## config.mk

```make
export PLATFORM = sky130hd
export DESIGN_NAME = rwc_col_cell
export DESIGN_NICKNAME = d
export VERILOG_FILES = /design/src/design/rwc_pkg.sv /design/src/design/rwc_col_cell.sv
export SDC_FILE = /design/constraint.sdc
export NUM_CORES = 1
export LEC_CHECK = 0
export BUFFER_PORTS_ARGS = -buffer_cell sky130_fd_sc_hd__buf_2
export CAP_MARGIN = 20
export CORE_MARGIN = 1.5
export CORE_UTILIZATION = 36
export CTS_CLUSTER_SIZE = 10
export DETAILED_ROUTE_END_ITERATION = 6
export MAX_ROUTING_LAYER = met4
export PLACE_DENSITY = 0.66
export SYNTH_ARGS = -nofsm -noshare
export SYNTH_HDL_FRONTEND = slang
export SYNTH_SLANG_ARGS = --single-unit
```

## constraint.sdc

```tcl
create_clock -name clk_i -period 0.9 [get_ports clk_i]
set_clock_uncertainty 0.1 [all_clocks]
set_input_delay 0.09 -clock clk_i [delete_from_list [all_inputs] [get_ports clk_i]]
set_output_delay 0.09 -clock clk_i [all_outputs]
set_load 0.02 [all_outputs]
```

## src/design/rwc_pkg.sv

```systemverilog
// Shared types, widths and constants of the RGB window convolution core.
package rwc_pkg;

  localparam int KERNEL_SIZE_DEF = 3;
  localparam int MAX_WIDTH_DEF   = 1024;
  localparam int MAX_HEIGHT      = 4096;

  localparam int PIX_W     = 24;
  localparam int CH_W      = 8;
  localparam int COEF_W    = 16;
  localparam int ROW_W     = 48;
  localparam int DIV_W     = 16;
  localparam int IW_W      = 11;
  localparam int IH_W      = 13;
  localparam int SUM_W     = 28;
  localparam int PROD_W    = 25;
  localparam int REM_W     = 30;
  localparam int DEN_W     = 17;
  localparam int Q_W       = 8;
  localparam int CFG_IDX_W = 3;
  localparam int STAGES    = 8;

  localparam logic [CH_W-1:0] CLAMP_MAX = 8'd255;

  typedef enum logic [2:0] {
    ST_IDLE,
    ST_READ,
    ST_MAC,
    ST_DIV,
    ST_OUT
  } state_e;

  typedef enum logic [CFG_IDX_W-1:0] {
    REG_GAUSS    = 3'd0,
    REG_COEF_TOP = 3'd1,
    REG_COEF_MID = 3'd2,
    REG_COEF_BOT = 3'd3,
    REG_DIVISOR  = 3'd4,
    REG_WIDTH    = 3'd5,
    REG_HEIGHT   = 3'd6
  } reg_idx_e;

  typedef struct packed {
    logic [PIX_W-1:0] top;
    logic [PIX_W-1:0] mid;
    logic [PIX_W-1:0] bot;
  } column_t;

  typedef struct packed {
    logic shift;
    logic clear;
  } col_ctrl_t;

  typedef struct packed {
    logic [REM_W-1:0] rem;
    logic [Q_W-1:0]   quot;
  } div_lane_t;

endpackage

```

## src/design/rwc_col_cell.sv

```systemverilog
// One column cell of the 3x3 window: holds three pixels and passes them to its left neighbor.
module rwc_col_cell (
  input  logic               clk_i,
  input  logic               rst_ni,
  input  rwc_pkg::col_ctrl_t ctrl_i,
  input  rwc_pkg::column_t   col_i,
  output rwc_pkg::column_t   col_o
);
  import rwc_pkg::*;

  column_t col_q;

  always_ff @(posedge clk_i or negedge rst_ni) begin
    if (!rst_ni) begin
      col_q <= '0;
    end else if (ctrl_i.clear) begin
      col_q <= '0;
    end else if (ctrl_i.shift) begin
      col_q <= col_i;
    end
  end

  assign col_o = col_q;

endmodule

```

==> results.py, run 1 <==
metrics = {
    "run_status": {
        "status": "finished, violations left",
        "violations": "negative setup slack",
    },
    "final_layout": {
        "nFillCells": 548,
        "multi_input_area_um2": 1020,
        "areaGrowthSynthToFinish_pct": 88.3,
        "largest_reg_flops": 72,
        "final-seq-area_um2": 1800,
        "fin_cells": 596,
        "fin_util_pct": 70.9,
        "diodes": 0,
        "final_nets": 565,
        "drive_gt1_share_pct": 41.7,
    },
    "clock_tree": {
        "htree_levels": 3,
        "path_clk_slew_ns": 0.08,
        "cts_tree": "done",
        "cts_buffers": 9,
        "cts-root-buf": "clkbuf_8",
        "clkSinkCount": 72,
        "cts_buffer_depth": 2,
        "clock_latency_ns": 0.33,
    },
    "critical_path": {
        "end_kind": "output pin",
        "cp_num_cells": 1,
        "cp.arrival_ns": 0.91,
        "critPathLaunchType": "register",
        "cp_max_fo": 2,
        "r2r_cells": 3,
        "required_ns": 0.71,
        "critPathSlowestCell": "dfrtp_1",
        "cp_cell_sequence": "buf_6",
        "critical-path-max-stage-delay_ns": 0.42,
        "timing.critical_path.buf_inv": 1,
        "path_delay_family": "flip-flops",
        "critical_path_class": "reg2out",
    },
    "route": {
        "route.detailed.drc": 0,
        "highest_layer": "met4",
        "antenna_left": 0,
        "wl_per_cell_um": 15.8,
        "dr_wl_met2_mm": 5.24,
        "drt-vias-per-instance": 4.52,
        "vias": 2696,
        "drt-met1-wl_mm": 3.62,
        "wl_met3_um": 377,
        "first_iter_violations": 57,
        "wl_mm": 9.43,
        "dr.pass1.iters": 4,
    },
    "synth": {
        "async_reset_ff_share_pct": 100,
        "syn_area_um2": 2940,
        "ys_ff_latch": 72,
        "synthDistinctLibCells": 8,
        "synth_top_area_share_pct": 61.3,
        "synth_edf_count": 0,
        "synth.top_cells.by_area": "dfrtp_1 (61%), mux2i_1 (25%), nor2_1 (9.2%), buf_8 (3.6%), buf_1 (0.64%)",
        "synth_fp_nets": 308,
        "synth_commonest_cells": "dfrtp_1 (72), mux2i_1 (72), nor2_1 (72), buf_8 (7), buf_1 (5)",
        "synth_flop_cell": "dfrtp_1",
        "avgSynthCellArea_um2": 12.7,
        "ys_warn_count": 0,
        "syn_inst": 232,
        "ys_seq_area_share_pct": 61.3,
        "synth.largest_area_cell": "dfrtp_1",
    },
    "global_routing": {
        "antenna_found_initial": 0,
        "grt_pass1_wl_mm": 14.2,
        "groute.usage.overall_pct": 22.2,
        "grt_pass1_vias": 2945,
        "grt_max_degree": 40,
        "grt_overflow_total": 0,
    },
    "floorplan": {
        "ios": 148,
        "fp.dieW_um": 93.4,
        "die_area_um2": 8720,
        "coreArea_um2": 7810,
        "row_count": 32,
        "initial_utilization_pct": 37.7,
        "die_h_um": 93.4,
    },
    "placement": {
        "port_buffers": 147,
        "dpl.hpwl_mm": 4.82,
        "place_congestion": 0.749,
        "dp.cells": 477,
        "pre_cts_ws_ns": -0.110,
    },
    "power_and_ir_drop": {
        "switching_share_pct": 26.0,
        "clkPwrFrac_pct": 33.7,
        "pwr-share-comb_pct": 22.5,
        "peakVddDrop_v": 0.000934,
        "p_seq_share_pct": 43.9,
        "p_int_mw": 6.02,
        "p_sw_mw": 2.11,
        "power.leakage_nw": 2.91,
        "powerDensity_nw_per_um2": 1470,
    },
    "sta": {
        "worst_pin_slew_ns": 0.278,
        "finalCritPeriodShare_pct": 122,
        "max_freq_mhz": 912,
        "holdWs_ns": 0.0842,
        "setup_viol": 101,
        "tns_ns": -12.58,
        "min_period_ns": 1.10,
        "slew_headroom_pct": 81.4,
        "finalWorstSetupSlack_ns": -0.196,
        "slew_violations": 0,
        "hold_violations": 0,
        "rsz0062_at_grt": "yes",
    },
    "hold_path": {
        "holdPathStages": 3,
        "hold_class": "in2reg",
    },
    "run": {
        "timing.max_cap.violations": 0,
    },
}
[final cells by class]
class	count	area share [%]
multi-input cells	144	18.4
clock buffers	11	2.37
repair buffers	262	42.9
clock inverters	5	1.47
well taps	102	2.30
flip-flops and latches	72	32.5
[timing repair]
action,4_1_cts,5_1_grt
gates resized for setup,144,12
endpoints found under the hold margin,144,0
pin swaps,0,8
hold buffers,73,0
setup endpoints to repair,72,84
gates cloned,0,0
buffers inserted,10,21
[logic make-up (layout without fill, tap and decap cells)]
| logic type | count (synthesis) | in the layout | synth area share, % |
|---|---|---|---|
| buf+inv | 16 | 278 | 5.02 |
| flops | 72 | 72 | 61.3 |
| mux | 72 | 72 | 24.5 |
| simple gates | 72 | 72 | 9.19 |
[power groups by stage]
| stage | combinational [mW] | clock (mW) | sequential [mW] |
|---|---|---|---|
| floorplan | 0.427 | 0 | 3.80 |
| global placement | 1.18 | 0 | 3.56 |
| detailed placement | 1.20 | 0 | 3.57 |
| CTS | 1.69 | 2.81 | 3.55 |
| global route | 1.95 | 2.96 | 3.58 |
| finish | 1.83 | 2.74 | 3.57 |
[worst paths after layout]
| kind | endpoint | slack, ns | start |
|---|---|---|---|
| worst max-delay path | col_o[14] | -0.20 | col_o[14] |
| worst min-delay path | col_o[52] | 0.08 | ctrl_i[0] |
| worst max register to register | col_o[7] | -0.09 | col_o[7] |
| worst min register to register | col_o[40] | 0.45 | col_o[40] |
| max in group asynchronous | col_o[64] | 0.19 | rst_ni |
| min in group asynchronous | col_o[30] | 0.11 | rst_ni |
[layout by cell type (no fill, tap or decap), types with 2 or more instances in the layout]
| cell | count |
|---|---|
| buf_12 | 9 |
| buf_2 | 73 |
| buf_4 | 28 |
| buf_6 | 79 |
| bufinv_16 | 2 |
| clkbuf_1 | 2 |
| clkbuf_8 | 9 |
| dfrtp_1 | 72 |
| dlygate4sd3_1 | 73 |
| mux2i_1 | 69 |
| mux2i_4 | 2 |
| nor2_1 | 72 |
[routing by layer]
layer  vias up  GRT usage, %
met5         -             -
met4         0          9.97
met3        18          3.74
met2       100          41.1
met1      1297          22.6
li1       1281             -
[tightest hold or removal path, stage by stage]
cell    delay, ns
buf_2        0.14
buf_12       0.19
nor2_1       0.06
[through the flow]
| stage | power [mW] | instance area [um^2] |
|---|---|---|
| 4_1_cts | 8.05 | 5330 |
| 3_5_place_dp | 4.76 | 3860 |
| 3_3_place_gp | 4.74 | 3860 |
| 2_1_floorplan | 4.23 | 2940 |
| 6_report | 8.14 | 5540 |
| 5_1_grt | 8.49 | 5540 |
Note: power is estimated with default switching activity, not from simulation.
==> run 2: changes to the inputs <==
- CAP_MARGIN: 20 -> default
- CORE_MARGIN: 1.5 -> 3
==> run 2 against run 1 <==
Compared with the run above: the run still ends with negative setup slack left; flip-flop and latch count unchanged; clock power down 22%; sequential power about the same; via count down 4.4%.
==> results.py, run 2 (same netlist as run 1, synthesis figures left out) <==
metrics = {
    "clock_tree": {
        "clock_latency_ns": 0.32,
        "htree_levels": 3,
        "cts-root-buf": "clkbuf_8",
        "cts_buffers": 9,
        "cts_buffer_depth": 2,
        "path_clk_slew_ns": 0.06,
        "cts_tree": "done",
        "clkSinkCount": 72,
    },
    "global_routing": {
        "groute.usage.overall_pct": 19.2,
        "grt_pass1_vias": 2719,
        "grt_max_degree": 43,
        "antenna_found_initial": 0,
        "grt_pass1_wl_mm": 13.1,
        "grt_overflow_total": 0,
    },
    "run_status": {
        "status": "finished, violations left",
        "violations": "negative setup slack",
    },
    "critical_path": {
        "cp_cell_sequence": "buf_6",
        "end_kind": "output pin",
        "critical_path_class": "reg2out",
        "cp.arrival_ns": 0.89,
        "path_delay_family": "flip-flops",
        "critPathSlowestCell": "dfrtp_1",
        "rr_startpoint": "col_o[60]",
        "crit_start": "col_o[6]",
        "r2r_cells": 3,
        "critical-path-max-stage-delay_ns": 0.41,
        "critPathLaunchType": "register",
        "timing.critical_path.buf_inv": 1,
        "regToRegSetupSlack_ns": -0.08,
        "cp_max_fo": 2,
        "required_ns": 0.71,
        "cp_num_cells": 1,
        "timing.rr.end": "col_o[60]",
    },
    "hold_path": {
        "hp-start": "ctrl_i[1]",
        "whs_endpoint": "col_o[6]",
        "hold_class": "in2reg",
        "holdPathStages": 4,
    },
    "floorplan": {
        "die_area_um2": 9290,
        "row_count": 32,
        "fp.dieW_um": 96.4,
        "ios": 148,
        "initial_utilization_pct": 37.7,
        "die_h_um": 96.4,
        "coreArea_um2": 7810,
    },
    "sta": {
        "min_period_ns": 1.08,
        "finalCritPeriodShare_pct": 120,
        "setup_viol": 92,
        "slew_headroom_pct": 82.8,
        "worst_pin_slew_ns": 0.258,
        "rsz0062_at_grt": "yes",
        "hold_violations": 0,
        "max_freq_mhz": 929,
        "finalWorstSetupSlack_ns": -0.176,
        "slew_violations": 0,
    },
    "power_and_ir_drop": {
        "peakVddDrop_v": 0.000670,
        "power.leakage_nw": 2.82,
        "switching_share_pct": 26.6,
        "pwr-share-comb_pct": 23.1,
        "p_int_mw": 5.44,
        "clkPwrFrac_pct": 28.8,
        "p_seq_share_pct": 48.1,
        "powerDensity_nw_per_um2": 1400,
        "p_sw_mw": 1.97,
    },
    "placement": {
        "place_congestion": 0.674,
        "port_buffers": 147,
        "dp.cells": 472,
        "dpl.hpwl_mm": 4.77,
    },
    "final_layout": {
        "areaGrowthSynthToFinish_pct": 80.2,
        "multi_input_area_um2": 995,
        "layout_commonest_cell": "buf_2",
        "largest_reg_flops": 72,
        "nFillCells": 570,
        "final-seq-area_um2": 1800,
        "diodes": 0,
        "drive_gt1_share_pct": 39.6,
        "final_nets": 551,
        "fin_util_pct": 67.9,
        "final_cell_mix": "buf_2 (73), nor2_1 (72), dfrtp_1 (72), dlygate4sd3_1 (72), buf_6 (72)",
        "fin_cells": 582,
    },
    "route": {
        "wl_mm": 8.82,
        "antenna_left": 0,
        "drt-vias-per-instance": 4.43,
        "wl_per_cell_um": 15.2,
        "route.detailed.drc": 0,
        "first_iter_violations": 86,
        "dr.pass1.iters": 4,
        "vias": 2578,
    },
    "run": {
        "timing.max_cap.violations": 0,
    },
}
## run 2: tightest hold or removal path, stage by stage
cell	delay, ns
buf_4	0.12
buf_4	0.12
mux2i_1	0.06
nor2_1	0.07
## run 2: how the worst max path moves through the flow
stage / endpoint
2_1_floorplan: col_o[0]
3_3_place_gp: col_o[19]
3_5_place_dp: col_o[32]
4_1_cts: col_o[56]
5_1_grt: col_o[6]
6_report: col_o[6]
## run 2: cell type report
type	instances	area share [%]
clock buffer	12	2.74
clock inverter	4	0.378
timing repair buffer	248	41.7
sequential	72	34.0
tap	102	2.41
multi-input combinational	144	18.8
## run 2: stage by stage
stage          hold WS (ns)  cell area, um^2  power, mW  setup TNS (ns)  worst slack (ns)
2_1_floorplan        -0.306             2940       4.23               0            0.0541
3_3_place_gp        0.00245             3790       4.71           -4.26           -0.0831
3_5_place_dp         0.0119             3790       4.73           -5.66            -0.107
4_1_cts              0.0683             5180       7.44          -12.55            -0.201
5_1_grt              0.0878             5300       7.79          -15.41            -0.216
6_report             0.0912             5300       7.42          -11.41            -0.176
## run 2: per-layer routing
metal	vias to the layer above	wire length, um	global-route usage, %	part of all wire (%)
met4	0	45	5.02	0.51
met1	1235	3340	20.4	38
met2	94	4940	35.5	56
met3	4	497	4.88	5.6
met5	-	0	-	0
li1	1245	-	-	-
## run 2: timing repair
action,4_1_cts,5_1_grt
hold buffers,73,0
resized for setup,144,2
endpoints found under the setup margin,72,81
endpoints found under the hold margin,144,0
pin swaps,0,2
buffers inserted,7,15
## run 2: power groups by stage
stage	logic, mW	registers, mW	clock network (mW)
floorplan	0.427	3.80	0
global placement	1.14	3.57	0
detailed placement	1.16	3.57	0
CTS	1.64	3.56	2.24
global route	1.84	3.58	2.37
finish	1.71	3.57	2.14
==> run 3: changes to the inputs <==
- CORE_MARGIN: 3 -> default
==> run 3 against run 2 <==
Compared with the run above: the flow still finishes with violations (negative setup slack); non-clock buffer count increased by 4; worst setup slack got worse by 0.0073 ns; cell count increased by 0.52%; flip-flop and latch count unchanged; via count increased by 3.6%; die area decreased by 8.1%; utilization increased by 1.2 points; worst hold slack got worse by 0.0069 ns; clock power increased by 21%; sequential power about the same; combinational power increased by 2%; critical endpoint is now col_o[56].
==> results.py, run 3 (same netlist as run 1, synthesis figures left out) <==
metrics = {
    "final_layout": {
        "areaGrowthSynthToFinish_pct": 83.3,
        "largest_reg_flops": 72,
        "layout_commonest_cell": "buf_6",
        "fin_util_pct": 69.0,
        "drive_gt1_share_pct": 40.6,
        "nFillCells": 558,
        "final_nets": 555,
        "diodes": 0,
        "final_cell_mix": "buf_6 (78), buf_2 (74), dlygate4sd3_1 (73), nor2_1 (72), dfrtp_1 (72)",
    },
    "power_and_ir_drop": {
        "power.leakage_nw": 2.85,
        "pwr-share-comb_pct": 22.1,
        "clkPwrFrac_pct": 32.9,
        "p_seq_share_pct": 45.0,
        "peakVddDrop_v": 0.000884,
        "switching_share_pct": 25.6,
        "p_sw_mw": 2.03,
        "powerDensity_nw_per_um2": 1470,
        "p_int_mw": 5.89,
    },
    "clock_tree": {
        "cts_buffer_depth": 2,
        "path_clk_slew_ns": 0.07,
        "htree_levels": 3,
        "clock_latency_ns": 0.32,
        "cts_tree": "done",
        "cts_buffers": 9,
        "cts-root-buf": "clkbuf_8",
        "clkSinkCount": 72,
    },
    "sta": {
        "max_freq_mhz": 923,
        "min_period_ns": 1.08,
        "tns_ns": -11.90,
        "worst_pin_slew_ns": 0.232,
        "rsz0062_at_grt": "yes",
        "finalWorstSetupSlack_ns": -0.183,
        "hold_violations": 0,
        "slew_violations": 0,
        "setup_viol": 94,
        "slew_headroom_pct": 84.5,
        "finalCritPeriodShare_pct": 120,
    },
    "global_routing": {
        "grt_pass1_vias": 2781,
        "grt_max_degree": 41,
        "antenna_found_initial": 0,
        "groute.usage.overall_pct": 21.3,
        "grt_overflow_total": 0,
        "grt_pass1_wl_mm": 13.5,
    },
    "critical_path": {
        "critPathSlowestCell": "dfrtp_1",
        "required_ns": 0.71,
        "critical_path_class": "reg2out",
        "critPathLaunchType": "register",
        "cp.arrival_ns": 0.89,
        "rr_startpoint": "col_o[9]",
        "end_kind": "output pin",
        "timing.critical_path.buf_inv": 1,
        "critical-path-max-stage-delay_ns": 0.42,
        "cp_cell_sequence": "buf_6",
        "path_delay_family": "flip-flops",
        "cp_max_fo": 2,
        "timing.rr.end": "col_o[9]",
        "regToRegSetupSlack_ns": -0.09,
        "r2r_cells": 3,
    },
    "placement": {
        "pre_cts_ws_ns": -0.0990,
        "port_buffers": 147,
        "dpl.hpwl_mm": 4.54,
        "place_congestion": 0.683,
    },
    "route": {
        "drt-vias-per-instance": 4.56,
        "wl_mm": 8.87,
        "antenna_left": 0,
        "route.detailed.drc": 0,
        "wl_per_cell_um": 15.2,
        "first_iter_violations": 67,
        "dr.pass1.iters": 4,
        "vias": 2670,
    },
    "hold_path": {
        "hold_class": "in2reg",
        "holdPathStages": 3,
        "whs_endpoint": "col_o[55]",
        "hp-start": "ctrl_i[0]",
    },
    "floorplan": {
        "initial_utilization_pct": 37.7,
        "ios": 148,
        "coreArea_um2": 7810,
        "row_count": 32,
        "fp.dieW_um": 92.4,
        "die_h_um": 92.4,
        "die_area_um2": 8530,
    },
    "run": {
        "timing.max_cap.violations": 0,
    },
    "run_status": {
        "status": "finished, violations left",
        "violations": "negative setup slack",
    },
}
==> run 3: changes by cell type in the layout (fill, tap and decap cells not counted), sizes merged <==
cell          delta
buf              +4
bufinv           +1
clkinv           -2
dlygate4sd3      +1
dlymetal6s4s     -1
==> run 3: worst max-delay path by stage <==
| stage | endpoint | slack (ns) | start | depth (start not counted) |
|---|---|---|---|---|
| 5_1_grt | col_o[56] | -0.22 | col_o[56] | 1 |
| 6_report | col_o[56] | -0.18 | col_o[56] | 1 |
| 3_5_place_dp | col_o[7] | -0.1 | ctrl_i[1] | 4 |
| 3_3_place_gp | col_o[7] | -0.07 | ctrl_i[1] | 4 |
| 4_1_cts | col_o[62] | -0.19 | col_o[62] | 1 |
| 2_1_floorplan | col_o[0] | 0.05 | ctrl_i[1] | 4 |
==> run 3: power groups by stage <==
| stage | Combinational (mW) | Clock (mW) | Sequential [mW] |
|---|---|---|---|
| 2_1_floorplan | 0.427 | 0 | 3.80 |
| 3_3_place_gp | 1.14 | 0 | 3.56 |
| 3_5_place_dp | 1.16 | 0 | 3.57 |
| 4_1_cts | 1.66 | 2.66 | 3.55 |
| 5_1_grt | 1.86 | 2.81 | 3.58 |
| 6_report | 1.75 | 2.60 | 3.56 |
==> run 3: cell type report <==
cell class | count | area (um^2) | area share [%]
repair buffers | 252 | 2260 | 41.9
flip-flops and latches | 72 | 1800 | 33.4
multi-input cells | 144 | 998 | 18.5
clock buffers | 12 | 165 | 3.06
well taps | 102 | 128 | 2.37
clock inverters | 3 | 40.0 | 0.743
==> run 3: per-layer routing <==
layer / wire length (um) / vias to the layer above / global-route usage, %
met2: 4780 / 104 / 38.1
met1: 3390 / 1287 / 23.2
li1: - / 1257 / -
met4: 258 / 0 / 8.85
met3: 430 / 22 / 3.86
met5: 0 / - / -
==> run 3: through the flow <==
stage | power, mW | std cells | instance area, um^2 | hold WS (ns)
2_1_floorplan | 4.23 | 232 | 2940 | -0.306
3_3_place_gp | 4.70 | 473 | 3790 | 0.00611
3_5_place_dp | 4.73 | 473 | 3790 | 0.00940
4_1_cts | 7.87 | 573 | 5270 | 0.0771
5_1_grt | 8.25 | 585 | 5390 | 0.0898
6_report | 7.91 | 585 | 5390 | 0.0844
==> run 3: repair_timing <==
action                                  4_1_cts  5_1_grt
pin swaps                                     0        7
endpoints found under the setup margin       72       87
gates resized for setup                     144        8
endpoints found under the hold margin       144        0
hold buffers                                 73        0
setup buffers                                12       13
==> run 3: tightest hold or removal path: stages <==
cell,delay [ns]
buf_2,0.14
buf_12,0.19
nor2_1,0.05
