**src/design/rwc_pkg.sv**
```systemverilog
// Shared types, widths and constants of the RGB window convolution core.
package rwc_pkg;

  localparam int KERNEL_SIZE_DEF = 3;
  localparam int MAX_WIDTH_DEF   = 1024;
  localparam int MAX_HEIGHT      = 4096;

  localparam int PIX_W     = 24;
  localparam int CH_W      = 8;
  localparam int COEF_W    = 16;
  localparam int ROW_W     = 48;
  localparam int DIV_W     = 16;
  localparam int IW_W      = 11;
  localparam int IH_W      = 13;
  localparam int SUM_W     = 28;
  localparam int PROD_W    = 25;
  localparam int REM_W     = 30;
  localparam int DEN_W     = 17;
  localparam int Q_W       = 8;
  localparam int CFG_IDX_W = 3;
  localparam int STAGES    = 8;

  localparam logic [CH_W-1:0] CLAMP_MAX = 8'd255;

  typedef enum logic [2:0] {
    ST_IDLE,
    ST_READ,
    ST_MAC,
    ST_DIV,
    ST_OUT
  } state_e;

  typedef enum logic [CFG_IDX_W-1:0] {
    REG_GAUSS    = 3'd0,
    REG_COEF_TOP = 3'd1,
    REG_COEF_MID = 3'd2,
    REG_COEF_BOT = 3'd3,
    REG_DIVISOR  = 3'd4,
    REG_WIDTH    = 3'd5,
    REG_HEIGHT   = 3'd6
  } reg_idx_e;

  typedef struct packed {
    logic [PIX_W-1:0] top;
    logic [PIX_W-1:0] mid;
    logic [PIX_W-1:0] bot;
  } column_t;

  typedef struct packed {
    logic shift;
    logic clear;
  } col_ctrl_t;

  typedef struct packed {
    logic [REM_W-1:0] rem;
    logic [Q_W-1:0]   quot;
  } div_lane_t;

endpackage

```
**src/design/rwc_div_cell.sv**
```systemverilog
// One restoring division cell: settles one quotient bit for a channel and registers the lane.
module rwc_div_cell #(
  parameter int SHIFT = 0
) (
  input  logic                           clk_i,
  input  logic [rwc_pkg::DEN_W-1:0]      den_i,
  input  rwc_pkg::div_lane_t             lane_i,
  output rwc_pkg::div_lane_t             lane_o
);
  import rwc_pkg::*;

  logic [REM_W-1:0] step;
  div_lane_t        lane_d;
  div_lane_t        lane_q;

  assign step = REM_W'(den_i) << SHIFT;

  always_comb begin
    lane_d = lane_i;
    if (lane_i.rem >= step) begin
      lane_d.rem         = lane_i.rem - step;
      lane_d.quot[SHIFT] = 1'b1;
    end
  end

  always_ff @(posedge clk_i) begin
    lane_q <= lane_d;
  end

  assign lane_o = lane_q;

endmodule

```
**config.mk**
```make
export PLATFORM = sky130hd
export DESIGN_NAME = rwc_div_cell
export DESIGN_NICKNAME = d
export VERILOG_FILES = /design/src/design/rwc_pkg.sv /design/src/design/rwc_div_cell.sv
export SDC_FILE = /design/constraint.sdc
export NUM_CORES = 1
export LEC_CHECK = 0
export BUFFER_PORTS_ARGS = -buffer_cell sky130_fd_sc_hd__buf_2
export CAP_MARGIN = 20
export CORE_MARGIN = 2
export CORE_UTILIZATION = 44
export DETAILED_ROUTE_END_ITERATION = 10
export HOLD_SLACK_MARGIN = 0.15
export MAX_ROUTING_LAYER = met4
export PLACE_DENSITY_LB_ADDON = 0.08
export SETUP_SLACK_MARGIN = 0.5
export SYNTH_ARGS = -nofsm -noshare
export SYNTH_HDL_FRONTEND = slang
export SYNTH_SLANG_ARGS = --single-unit
```
**constraint.sdc**
```tcl
create_clock -name clk_i -period 2.3 [get_ports clk_i]
set_input_delay 0.345 -clock clk_i [delete_from_list [all_inputs] [get_ports clk_i]]
set_output_delay 0.345 -clock clk_i [all_outputs]
set_load 0.1 [all_outputs]
```
==> results of run 1 <==
-- kinds of logic after synthesis --
group | Yosys count | synth area share [%]
simple gates | 98 | 21.0
compound gates | 72 | 19.0
flops | 38 | 33.4
buf+inv | 31 | 5.60
xor+xnor | 28 | 10.8
fa+ha+maj | 18 | 10.2
-- area by class of cell --
| class | instances | area share [%] |
|---|---|---|
| clock buffer | 5 | 1.83 |
| clock inverter | 3 | 1.83 |
| inverter | 22 | 2.52 |
| multi-input combinational | 216 | 43.0 |
| sequential | 38 | 20.2 |
| tap | 70 | 2.33 |
| timing repair buffer | 160 | 28.3 |
-- path summary, 6_finish.rpt --
kind | from | to | slack (ps) | depth (start not counted)
worst min-delay path | lane_i[4] | lane_o[4] | 160 | 1
worst max-delay path | lane_i[8] | lane_o[10] | 160 | 12
-- cell usage after synthesis (2+ instances only) --
master    count  area [sq um]
dfxtp_1      38           761
a21oi_1      34           170
nand2_1      29           109
nor2_1       29           109
inv_1        22          82.6
ha_1         17           213
xnor2_1      15           131
o21ai_0      14          70.1
xor2_1       13           114
nand4_1       7          43.8
nor3_1        7          35.0
clkbuf_1      5          18.8
nand2b_1      5          31.3
nand3_1       5          25.0
a211oi_1      4          30.0
a21o_1        3          22.5
a31oi_1       3          18.8
buf_2         3          15.0
nor4_1        3          18.8
o21bai_1      3          22.5
or4_1         3          22.5
a21boi_0      2          15.0
a31o_2        2          17.5
nor4_2        2          25.0
or3_1         2          12.5
-- timing repair --
item                                   in CTS  in global routing
pin swaps                                  16                 12
hold buffers                                1                  4
setup endpoints to repair                  31                 31
resized for setup                          21                 24
buffers inserted                            5                  1
gates cloned                                1                  1
endpoints found under the hold margin       1                  4
-- metal layers --
layer | wire (microns) | up-vias
li1 | - | 1305
met1 | 3190 | 1183
met2 | 3570 | 93
met3 | 391 | 8
met4 | 82 | 0
met5 | 0 | -
-- per-stage QoR --
step | setup WS [ps] | total power, mW | std cells | setup TNS [ps]
final | 158 | 2.79 | 514 | 0
after CTS | 158 | 2.77 | 508 | 0
after detailed placement | -278 | 2.05 | 493 | -6050
after floorplan | 115 | 1.74 | 285 | 0
after global routing | 64.9 | 2.91 | 514 | 0
after global placement | -259 | 2.05 | 493 | -5110
-- critical path: cells and delay by family --
| kind | cells | cell delay (ps) |
|---|---|---|
| AOI/OAI and AO/OA | 4 | 680 |
| buffers and inverters | 4 | 560 |
| adders and majority gates | 2 | 490 |
| and+or+nand+nor | 2 | 240 |
-- power breakdown --
| group | switching, mW | total, mW | internal, mW |
|---|---|---|---|
| Clock | 0.259 | 0.694 | 0.435 |
| Combinational | 0.982 | 1.33 | 0.344 |
| Sequential | 0.0219 | 0.771 | 0.749 |
==> summary.txt, run 1 <==
Placement
  • Hpwl dp: 5310 microns
  • IO buf count: 93
  • Routability congestion estimate: 0.889
  • Area post-placement: 0.00328 sq mm

GRT
  • Gr busiest metal: met2
  • First-pass GRT wire length: 11400 microns
  • Vias in the first global route: 2512
  • Largest net degree at the start of global routing: 14
  • Met2 usage: 43.8%
  • Initial antenna violation count: 0
  • GRT Util Overall: 24.9%
  • Met3 usage: 4.64%
  • Routing usage on met1: 29.6%
  • Gr ovfl total: 0

Synth
  • Asr flop ratio synth: 0%
  • Top_reg_cell synth: dfxtp_1
  • Mapped Area: 0.00228 sq mm
  • Avg Inst Size Synth: 7.99 sq um
  • Cell count after synthesis: 285
  • Yosys warns: 0
  • Synth unique cells: 40
  • Post-synthesis sequential area ratio: 33.4%
  • Seq cells post-synth: 38
  • Mapped Nets: 359
  • Number of synthesized flops with an enable pin: 0

Critical path
  • Crit Path Category: in -> reg
  • Arr. time, crit path: 2320 ps
  • CP Data Required Time: 2480 ps
  • Worst Setup Start Kind: input port
  • Max stage delay on crit path: 340 ps
  • Slowest stage cell, crit path: fa_2
  • CP max FO: 8
  • Worst setup EP type: flip-flop
  • Cells along the critical path: buf_12 > inv_12 > ha_4 > fa_2 > nor2b_2 > o2111ai_2 > a211oi_2 > o21ai_2 > buf_4 > nand2_8 > bufbuf_16 > a21oi_1

Timing
  • Final worst path period share: 93.1%
  • Final hold viol count: 0
  • Worst Max-Slew Pin Slew: 637 ps
  • Fmax: 467 MHz
  • Slew Viols, Final: 0
  • RSZ-0062 raised after global routing: true
  • WHS: 159 ps
  • Min cycle time layout: 2140 ps
  • Final setup viols: 0
  • Rel. slew slack: 57.1%

Finish
  • Design Area, Final: 0.00377 sq mm
  • Final core occ: 74.7%
  • ANT cells: 0
  • Max FFs per register: 38
  • Register area: 761 sq um
  • Layout fillers: 400
  • Multi-input gate area: 0.00162 sq mm
  • NumNets Final: 517
  • Most frequent cells in the layout: buf_2 (91), buf_4 (56), dfxtp_1 (38)
  • Ratio of cells with drive above 1 in the final layout: 45.9%
  • Most common cell after layout, fill and taps aside: buf_2
  • P&R area growth vs syn: 65.3%

Flow run
  • Max-cap check violation count: 0

Route
  • Router iterations before antenna repair: 4
  • Post-route ant nets: 0
  • Post-Route WL: 7220 microns
  • Average wire per standard cell: 14.1 microns
  • Drc violations: 0
  • Detailed-route via count: 2589
  • DR vias/cell: 5.04
  • Iter 0 DRT Violations: 100

Die
  • Die Height: 76.0 microns
  • Die ar.: 0.00577 sq mm
  • IO Pins: 94
  • Core Region: 0.00504 sq mm
  • Site Rows: 26
  • Die W: 76.0 microns
  • Initial Utilization: 45.2%

Clock tree
  • # clock sinks: 38
  • Deepest clock path buffer count: 2
  • Clock root buffer: clkbuf_8
  • H-tree depth: 2
  • Worst-path clk slew: 80 ps
  • Clock buffer count from CTS: 5
  • TritonCTS clock tree: done

Run status
  • Run status: completed

Pwr
  • P_leak: 1.79 nW
  • Pwr Density: 741 mW/mm^2
  • Worst vdd ir: 0.587 mV

Worst hold path
  • Tightest Hold Check Type: in -> reg
Power figures use the tool's default switching activity.
==> run 2: changes to the inputs <==
--- a/config.mk
+++ b/config.mk
@@ -7,8 +7,10 @@
 export LEC_CHECK = 0
 export BUFFER_PORTS_ARGS = -buffer_cell sky130_fd_sc_hd__buf_2
 export CAP_MARGIN = 20
+export CELL_PAD_IN_SITES_DETAIL_PLACEMENT = 1
+export CELL_PAD_IN_SITES_GLOBAL_PLACEMENT = 2
 export CORE_MARGIN = 2
-export CORE_UTILIZATION = 44
+export CORE_UTILIZATION = 24
 export DETAILED_ROUTE_END_ITERATION = 10
 export HOLD_SLACK_MARGIN = 0.15
 export MAX_ROUTING_LAYER = met4
==> run 2 against run 1 <==
Via count up 0.50%. Hold slack improved by 67 ps. Utilization is 32 points lower. Non-clock buffer count is the same.
==> summary.txt, run 2 (synthesis gave the netlist of run 1 again) <==
Placement
  • Area post-placement: 0.00334 sq mm (was 0.00328 sq mm)
  • Routability congestion estimate: 0.826 (was 0.889)
  • Dpl cells: 550 (was 493)
  • Hpwl dp: 6470 microns (was 5310 microns)
  • IO buf count: 93 (unchanged)

GRT
  • Initial antenna violation count: 0 (unchanged)
  • Gr ovfl total: 0 (unchanged)
  • Vias in the first global route: 2691 (was 2512)
  • First-pass GRT wire length: 13100 microns (was 11400 microns)
  • GRT Util Overall: 16.7% (was 24.9%)
  • Largest net degree at the start of global routing: 14 (unchanged)

Die
  • Die Height: 101 microns (was 76.0 microns)
  • IO Pins: 94 (unchanged)
  • Die ar.: 0.0103 sq mm (was 0.00577 sq mm)
  • Initial Utilization: 24.7% (was 45.2%)
  • Die W: 101 microns (was 76.0 microns)
  • Core Region: 0.00924 sq mm (was 0.00504 sq mm)
  • Site Rows: 35 (was 26)

Worst hold path
  • Hold depth: 2 (was 1)
  • Tightest Hold Check Type: in -> reg (unchanged)
  • Hold Startpoint: lane_i[0] (was lane_i[4])
  • Worst Hold End: lane_o[0] (was lane_o[4])

Clock tree
  • TritonCTS clock tree: done (unchanged)
  • H-tree depth: 2 (unchanged)
  • Worst-path clk slew: 90 ps (was 80 ps)
  • # clock sinks: 38 (unchanged)
  • Clock root buffer: clkbuf_8 (unchanged)
  • Deepest clock path buffer count: 2 (unchanged)
  • Clock buffer count from CTS: 5 (unchanged)

Route
  • DR vias/cell: 4.54 (was 5.04)
  • Post-route ant nets: 0 (unchanged)
  • Post-Route WL: 8210 microns (was 7220 microns)
  • Drc violations: 0 (unchanged)
  • Iter 0 DRT Violations: 41 (was 100)
  • Router iterations before antenna repair: 4 (unchanged)
  • Detailed-route via count: 2602 (was 2589)
  • Average wire per standard cell: 14.3 microns (was 14.1 microns)

Run status
  • Run status: completed (unchanged)

Timing
  • Min cycle time layout: 2100 ps (was 2140 ps)
  • Final setup viols: 0 (unchanged)
  • Total Neg Setup Slack: 0 ps (unchanged)
  • Worst Max-Slew Pin Slew: 489 ps (was 637 ps)
  • Slew Viols, Final: 0 (unchanged)
  • Final hold viol count: 0 (unchanged)
  • Fmax: 476 MHz (was 467 MHz)
  • RSZ-0062 raised after global routing: true (unchanged)
  • Rel. slew slack: 67.1% (was 57.1%)
  • Final worst path period share: 91.3% (was 93.1%)

Finish
  • Finished Layout Cells: 573 (was 514)
  • Final core occ: 42.3% (was 74.7%)
  • Ratio of cells with drive above 1 in the final layout: 48.6% (was 45.9%)
  • Most common cell after layout, fill and taps aside: buf_2 (unchanged)
  • Design Area, Final: 0.00391 sq mm (was 0.00377 sq mm)
  • ANT cells: 0 (unchanged)
  • Most frequent cells in the layout: buf_2 (91), buf_4 (54), dfxtp_1 (38) (was buf_2 (91), buf_4 (56), dfxtp_1 (38))
  • Max FFs per register: 38 (unchanged)
  • P&R area growth vs syn: 71.7% (was 65.3%)
  • NumNets Final: 517 (unchanged)

Pwr
  • NetSw: 1.31 mW (was 1.26 mW)
  • P_leak: 1.78 nW (was 1.79 nW)
  • Design internal power: 1.55 mW (was 1.53 mW)
  • Pwr Density: 731 mW/mm^2 (was 741 mW/mm^2)
  • Switching part of the total: 45.9% (was 45.3%)
  • Gate power share: 47.9% (was 47.5%)
  • Reg power frac: 26.9% (was 27.6%)
  • Clk pwr share: 25.2% (was 24.9%)
  • Worst vdd ir: 0.436 mV (was 0.587 mV)

Critical path
  • Worst setup EP type: flip-flop (unchanged)
  • CP max FO: 3 (was 8)
  • Crit Path Category: in -> reg (unchanged)
  • Worst Setup Start Kind: input port (unchanged)
  • Arr. time, crit path: 2300 ps (was 2320 ps)
  • CP Data Required Time: 2500 ps (was 2480 ps)

Flow run
  • Max-cap check violation count: 0 (unchanged)
==> run 2: changes by cell type in the layout (fill, tap and decap cells not counted), sizes merged <==
| cell | delta |
|---|---|
| dlygate4sd3 | +2 |
| bufbuf | -1 |
| clkbuf | -1 |
==> run 2: worst max-delay path, cell delays in order <==
cell and delay, ps:
buf_12 90, inv_12 30, ha_4 150, fa_2 340, nor2b_2 150, o2111ai_2 170
a211oi_2 270, o21ai_2 130, a211oi_4 310, nand3_1 150, xnor2_1 160
==> run 2: power groups by stage <==
stage | clock network [mW] | logic (mW) | registers, mW
global route | 0.774 | 1.45 | 0.780
detailed placement | 0 | 1.29 | 0.785
floorplan | 0 | 0.290 | 1.45
finish | 0.721 | 1.37 | 0.770
CTS | 0.750 | 1.34 | 0.772
global placement | 0 | 1.28 | 0.785
==> run 2: worst max path at each step <==
stage,startpoint,end,slack [ps],depth (start not counted)
floorplan,lane_i[8],lane_o[36],120,11
global placement,den_i[4],lane_o[31],-330,11
detailed placement,lane_i[8],lane_o[13],-330,12
CTS,lane_i[8],lane_o[35],130,11
global route,lane_i[8],lane_o[32],90,11
finish,lane_i[8],lane_o[35],200,11
==> run 2: per-layer routing <==
metal | global-route usage [%] | routed length [microns] | vias up
li1 | - | - | 1307
met1 | 20.7 | 3730 | 1230
met2 | 28.3 | 4090 | 59
met3 | 3.11 | 330 | 6
met4 | 3.43 | 59 | 0
met5 | - | 0 | -
==> run 2: cell type report <==
type / count / area, sq um
clock buffer: 5 / 68.8
clock inverter: 3 / 68.8
fill: 1148 / 5330
inverter: 22 / 95.1
multi-input combinational: 216 / 1710
sequential: 38 / 761
tap: 129 / 161
timing repair buffer: 160 / 1050
==> run 2: timing repair <==
action                                 CTS  global route
hold buffers                             7             0
resized for setup                       48            18
buffers inserted                         3             5
pin swaps                               26            24
endpoints found under the hold margin    7             0
setup endpoints to repair               31            31
==> run 2: stage by stage <==
stage                     setup WS, ps  power (mW)  hold WS [ps]
after floorplan                    115        1.74           373
after global placement            -335        2.07           447
after detailed placement          -327        2.07           449
after CTS                          134        2.86           219
after global routing              85.6        3.00           212
final                              201        2.86           226
==> run 3: changes to the inputs <==
--- a/config.mk
+++ b/config.mk
@@ -7,14 +7,13 @@
 export LEC_CHECK = 0
 export BUFFER_PORTS_ARGS = -buffer_cell sky130_fd_sc_hd__buf_2
 export CAP_MARGIN = 20
-export CELL_PAD_IN_SITES_DETAIL_PLACEMENT = 1
-export CELL_PAD_IN_SITES_GLOBAL_PLACEMENT = 2
 export CORE_MARGIN = 2
-export CORE_UTILIZATION = 24
+export CORE_UTILIZATION = 44
 export DETAILED_ROUTE_END_ITERATION = 10
 export HOLD_SLACK_MARGIN = 0.15
 export MAX_ROUTING_LAYER = met4
 export PLACE_DENSITY_LB_ADDON = 0.08
+export REMOVE_ABC_BUFFERS = 1
 export SETUP_SLACK_MARGIN = 0.5
 export SYNTH_ARGS = -nofsm -noshare
 export SYNTH_HDL_FRONTEND = slang
==> run 3 against run 2 <==
Wire length fell by 11%. Cell count fell by 8.4%. Setup slack got worse by 31 ps. Sequential share of layout area grew 0.23 points. Combinational power hardly changed. Largest cell class unchanged.
==> summary.txt, run 3 (synthesis gave the netlist of run 1 again) <==
Run status
  • Run status: completed (unchanged)

Finish
  • Ratio of cells with drive above 1 in the final layout: 47.7% (was 48.6%)
  • P&R area growth vs syn: 69.7% (was 71.7%)
  • Layout fillers: 364 (was 1148)
  • Design Area, Final: 0.00387 sq mm (was 0.00391 sq mm)
  • Finished Layout Cells: 525 (was 573)
  • Most common cell after layout, fill and taps aside: buf_2 (unchanged)
  • ANT cells: 0 (unchanged)
  • Most frequent cells in the layout: buf_2 (90), buf_4 (59), dfxtp_1 (38) (was buf_2 (91), buf_4 (54), dfxtp_1 (38))
  • Max FFs per register: 38 (unchanged)
  • Final core occ: 76.7% (was 42.3%)
  • NumNets Final: 528 (was 517)

Route
  • Post-route ant nets: 0 (unchanged)
  • Router iterations before antenna repair: 4 (unchanged)
  • DR vias/cell: 5.07 (was 4.54)
  • Post-Route WL: 7330 microns (was 8210 microns)
  • Average wire per standard cell: 14.0 microns (was 14.3 microns)
  • Detailed-route via count: 2661 (was 2602)
  • Drc violations: 0 (unchanged)
  • Iter 0 DRT Violations: 107 (was 41)

Clock tree
  • Deepest clock path buffer count: 2 (unchanged)
  • Clock root buffer: clkbuf_8 (unchanged)
  • TritonCTS clock tree: done (unchanged)
  • Clock buffer count from CTS: 5 (unchanged)
  • Worst-path clk slew: 70 ps (was 90 ps)
  • H-tree depth: 2 (unchanged)
  • # clock sinks: 38 (unchanged)

Placement
  • Dpl cells: 494 (was 550)
  • Area post-placement: 0.00320 sq mm (was 0.00334 sq mm)
  • Hpwl dp: 5000 microns (was 6470 microns)
  • IO buf count: 93 (unchanged)
  • Routability congestion estimate: 0.898 (was 0.826)

Pwr
  • Pwr Density: 736 mW/mm^2 (was 731 mW/mm^2)
  • Switching part of the total: 45.0% (was 45.9%)
  • Reg power frac: 27.0% (was 26.9%)
  • NetSw: 1.28 mW (was 1.31 mW)
  • P_leak: 1.84 nW (was 1.78 nW)
  • Design internal power: 1.57 mW (was 1.55 mW)
  • Worst vdd ir: 0.511 mV (was 0.436 mV)
  • Gate power share: 48.8% (was 47.9%)
  • Power consumption: 2.85 mW (was 2.86 mW)
  • Clk pwr share: 24.2% (was 25.2%)

Timing
  • Rel. slew slack: 67.2% (was 67.1%)
  • Fmax: 469 MHz (was 476 MHz)
  • WHS: 248 ps (was 226 ps)
  • Final worst path period share: 92.6% (was 91.3%)
  • Worst Max-Slew Pin Slew: 496 ps (was 489 ps)
  • Final setup viols: 0 (unchanged)
  • RSZ-0062 raised after global routing: true (unchanged)
  • Final hold viol count: 0 (unchanged)
  • Slew Viols, Final: 0 (unchanged)
  • Min cycle time layout: 2130 ps (was 2100 ps)

Critical path
  • Arr. time, crit path: 2310 ps (was 2300 ps)
  • Worst setup EP type: flip-flop (unchanged)
  • Crit Path Category: in -> reg (unchanged)
  • CP max FO: 7 (was 3)
  • CP Data Required Time: 2480 ps (was 2500 ps)
  • Worst Setup Start Kind: input port (unchanged)

Die
  • Core Region: 0.00504 sq mm (was 0.00924 sq mm)
  • Die ar.: 0.00577 sq mm (was 0.0103 sq mm)
  • Die Height: 76.0 microns (was 101 microns)
  • Initial Utilization: 45.2% (was 24.7%)
  • Die W: 76.0 microns (was 101 microns)
  • Site Rows: 26 (was 35)
  • IO Pins: 94 (unchanged)

GRT
  • Vias in the first global route: 2636 (was 2691)
  • GRT Util Overall: 25.9% (was 16.7%)
  • First-pass GRT wire length: 11900 microns (was 13100 microns)
  • Initial antenna violation count: 0 (unchanged)
  • Gr ovfl total: 0 (unchanged)
  • Largest net degree at the start of global routing: 14 (unchanged)

Flow run
  • Max-cap check violation count: 0 (unchanged)

Worst hold path
  • Tightest Hold Check Type: in -> reg (unchanged)
-- run 3: changes by cell type in the layout (fill, tap and decap cells not counted), moves of 3 or more --
cell / before / now
buf_12: 3 / 0
a21oi_2: 9 / 6
a21oi_1: 24 / 28
ha_1: 11 / 14
nand2_2: 5 / 2
buf_6: 4 / 13
buf_4: 54 / 59
-- run 3: through the flow --
stage	setup TNS (ps)	worst slack [ps]
2_1_floorplan	-4250	-388
3_3_place_gp	-5820	-366
3_5_place_dp	-6820	-314
4_1_cts	0	251
5_1_grt	0	102
6_report	0	170
-- run 3: power groups by stage --
stage | Sequential [mW] | Clock, mW | Combinational [mW]
6_report | 0.768 | 0.688 | 1.39
5_1_grt | 0.777 | 0.737 | 1.45
4_1_cts | 0.768 | 0.701 | 1.35
3_5_place_dp | 0.781 | 0 | 1.25
3_3_place_gp | 0.782 | 0 | 1.25
2_1_floorplan | 1.45 | 0 | 0.271
-- run 3: area by class of cell --
type,count,area (sq um),area share [%]
inverters,22,85.1,2.20
clock buffers,5,68.8,1.78
multi-input cells,216,1640,42.5
flip-flops and latches,38,761,19.7
repair buffers,171,1150,29.8
clock inverters,3,68.8,1.78
well taps,70,87.6,2.27
-- run 3: final timing paths --
| path | slack (ps) | to | from | cells after the start |
|---|---|---|---|---|
| worst max-delay path | 170 | lane_o[21] | lane_i[29] | 10 |
| worst min-delay path | 250 | lane_o[0] | lane_i[0] | 2 |
-- run 3: repair_timing --
item / CTS / global route
setup endpoints to repair: 31 / 31
gates cloned: 1 / 0
hold endpoints to repair: 7 / 0
buffers inserted: 11 / 4
pin swaps: 20 / 7
resized for setup: 65 / 10
hold buffers: 7 / 0
-- run 3: critical path, stage by stage --
cell     delay, ps
buf_6          100
or4_4          570
nor4_4         280
nand4_1        190
and3_4         260
and2_4         210
buf_4          140
buf_6          110
nand2_1         40
o21ai_1         60
-- run 3: per-layer routing --
metal	global-route usage [%]	wire, microns
met5	-	0
met2	43.3	3570
met4	9.45	195
met3	4.88	346
met1	31.4	3220
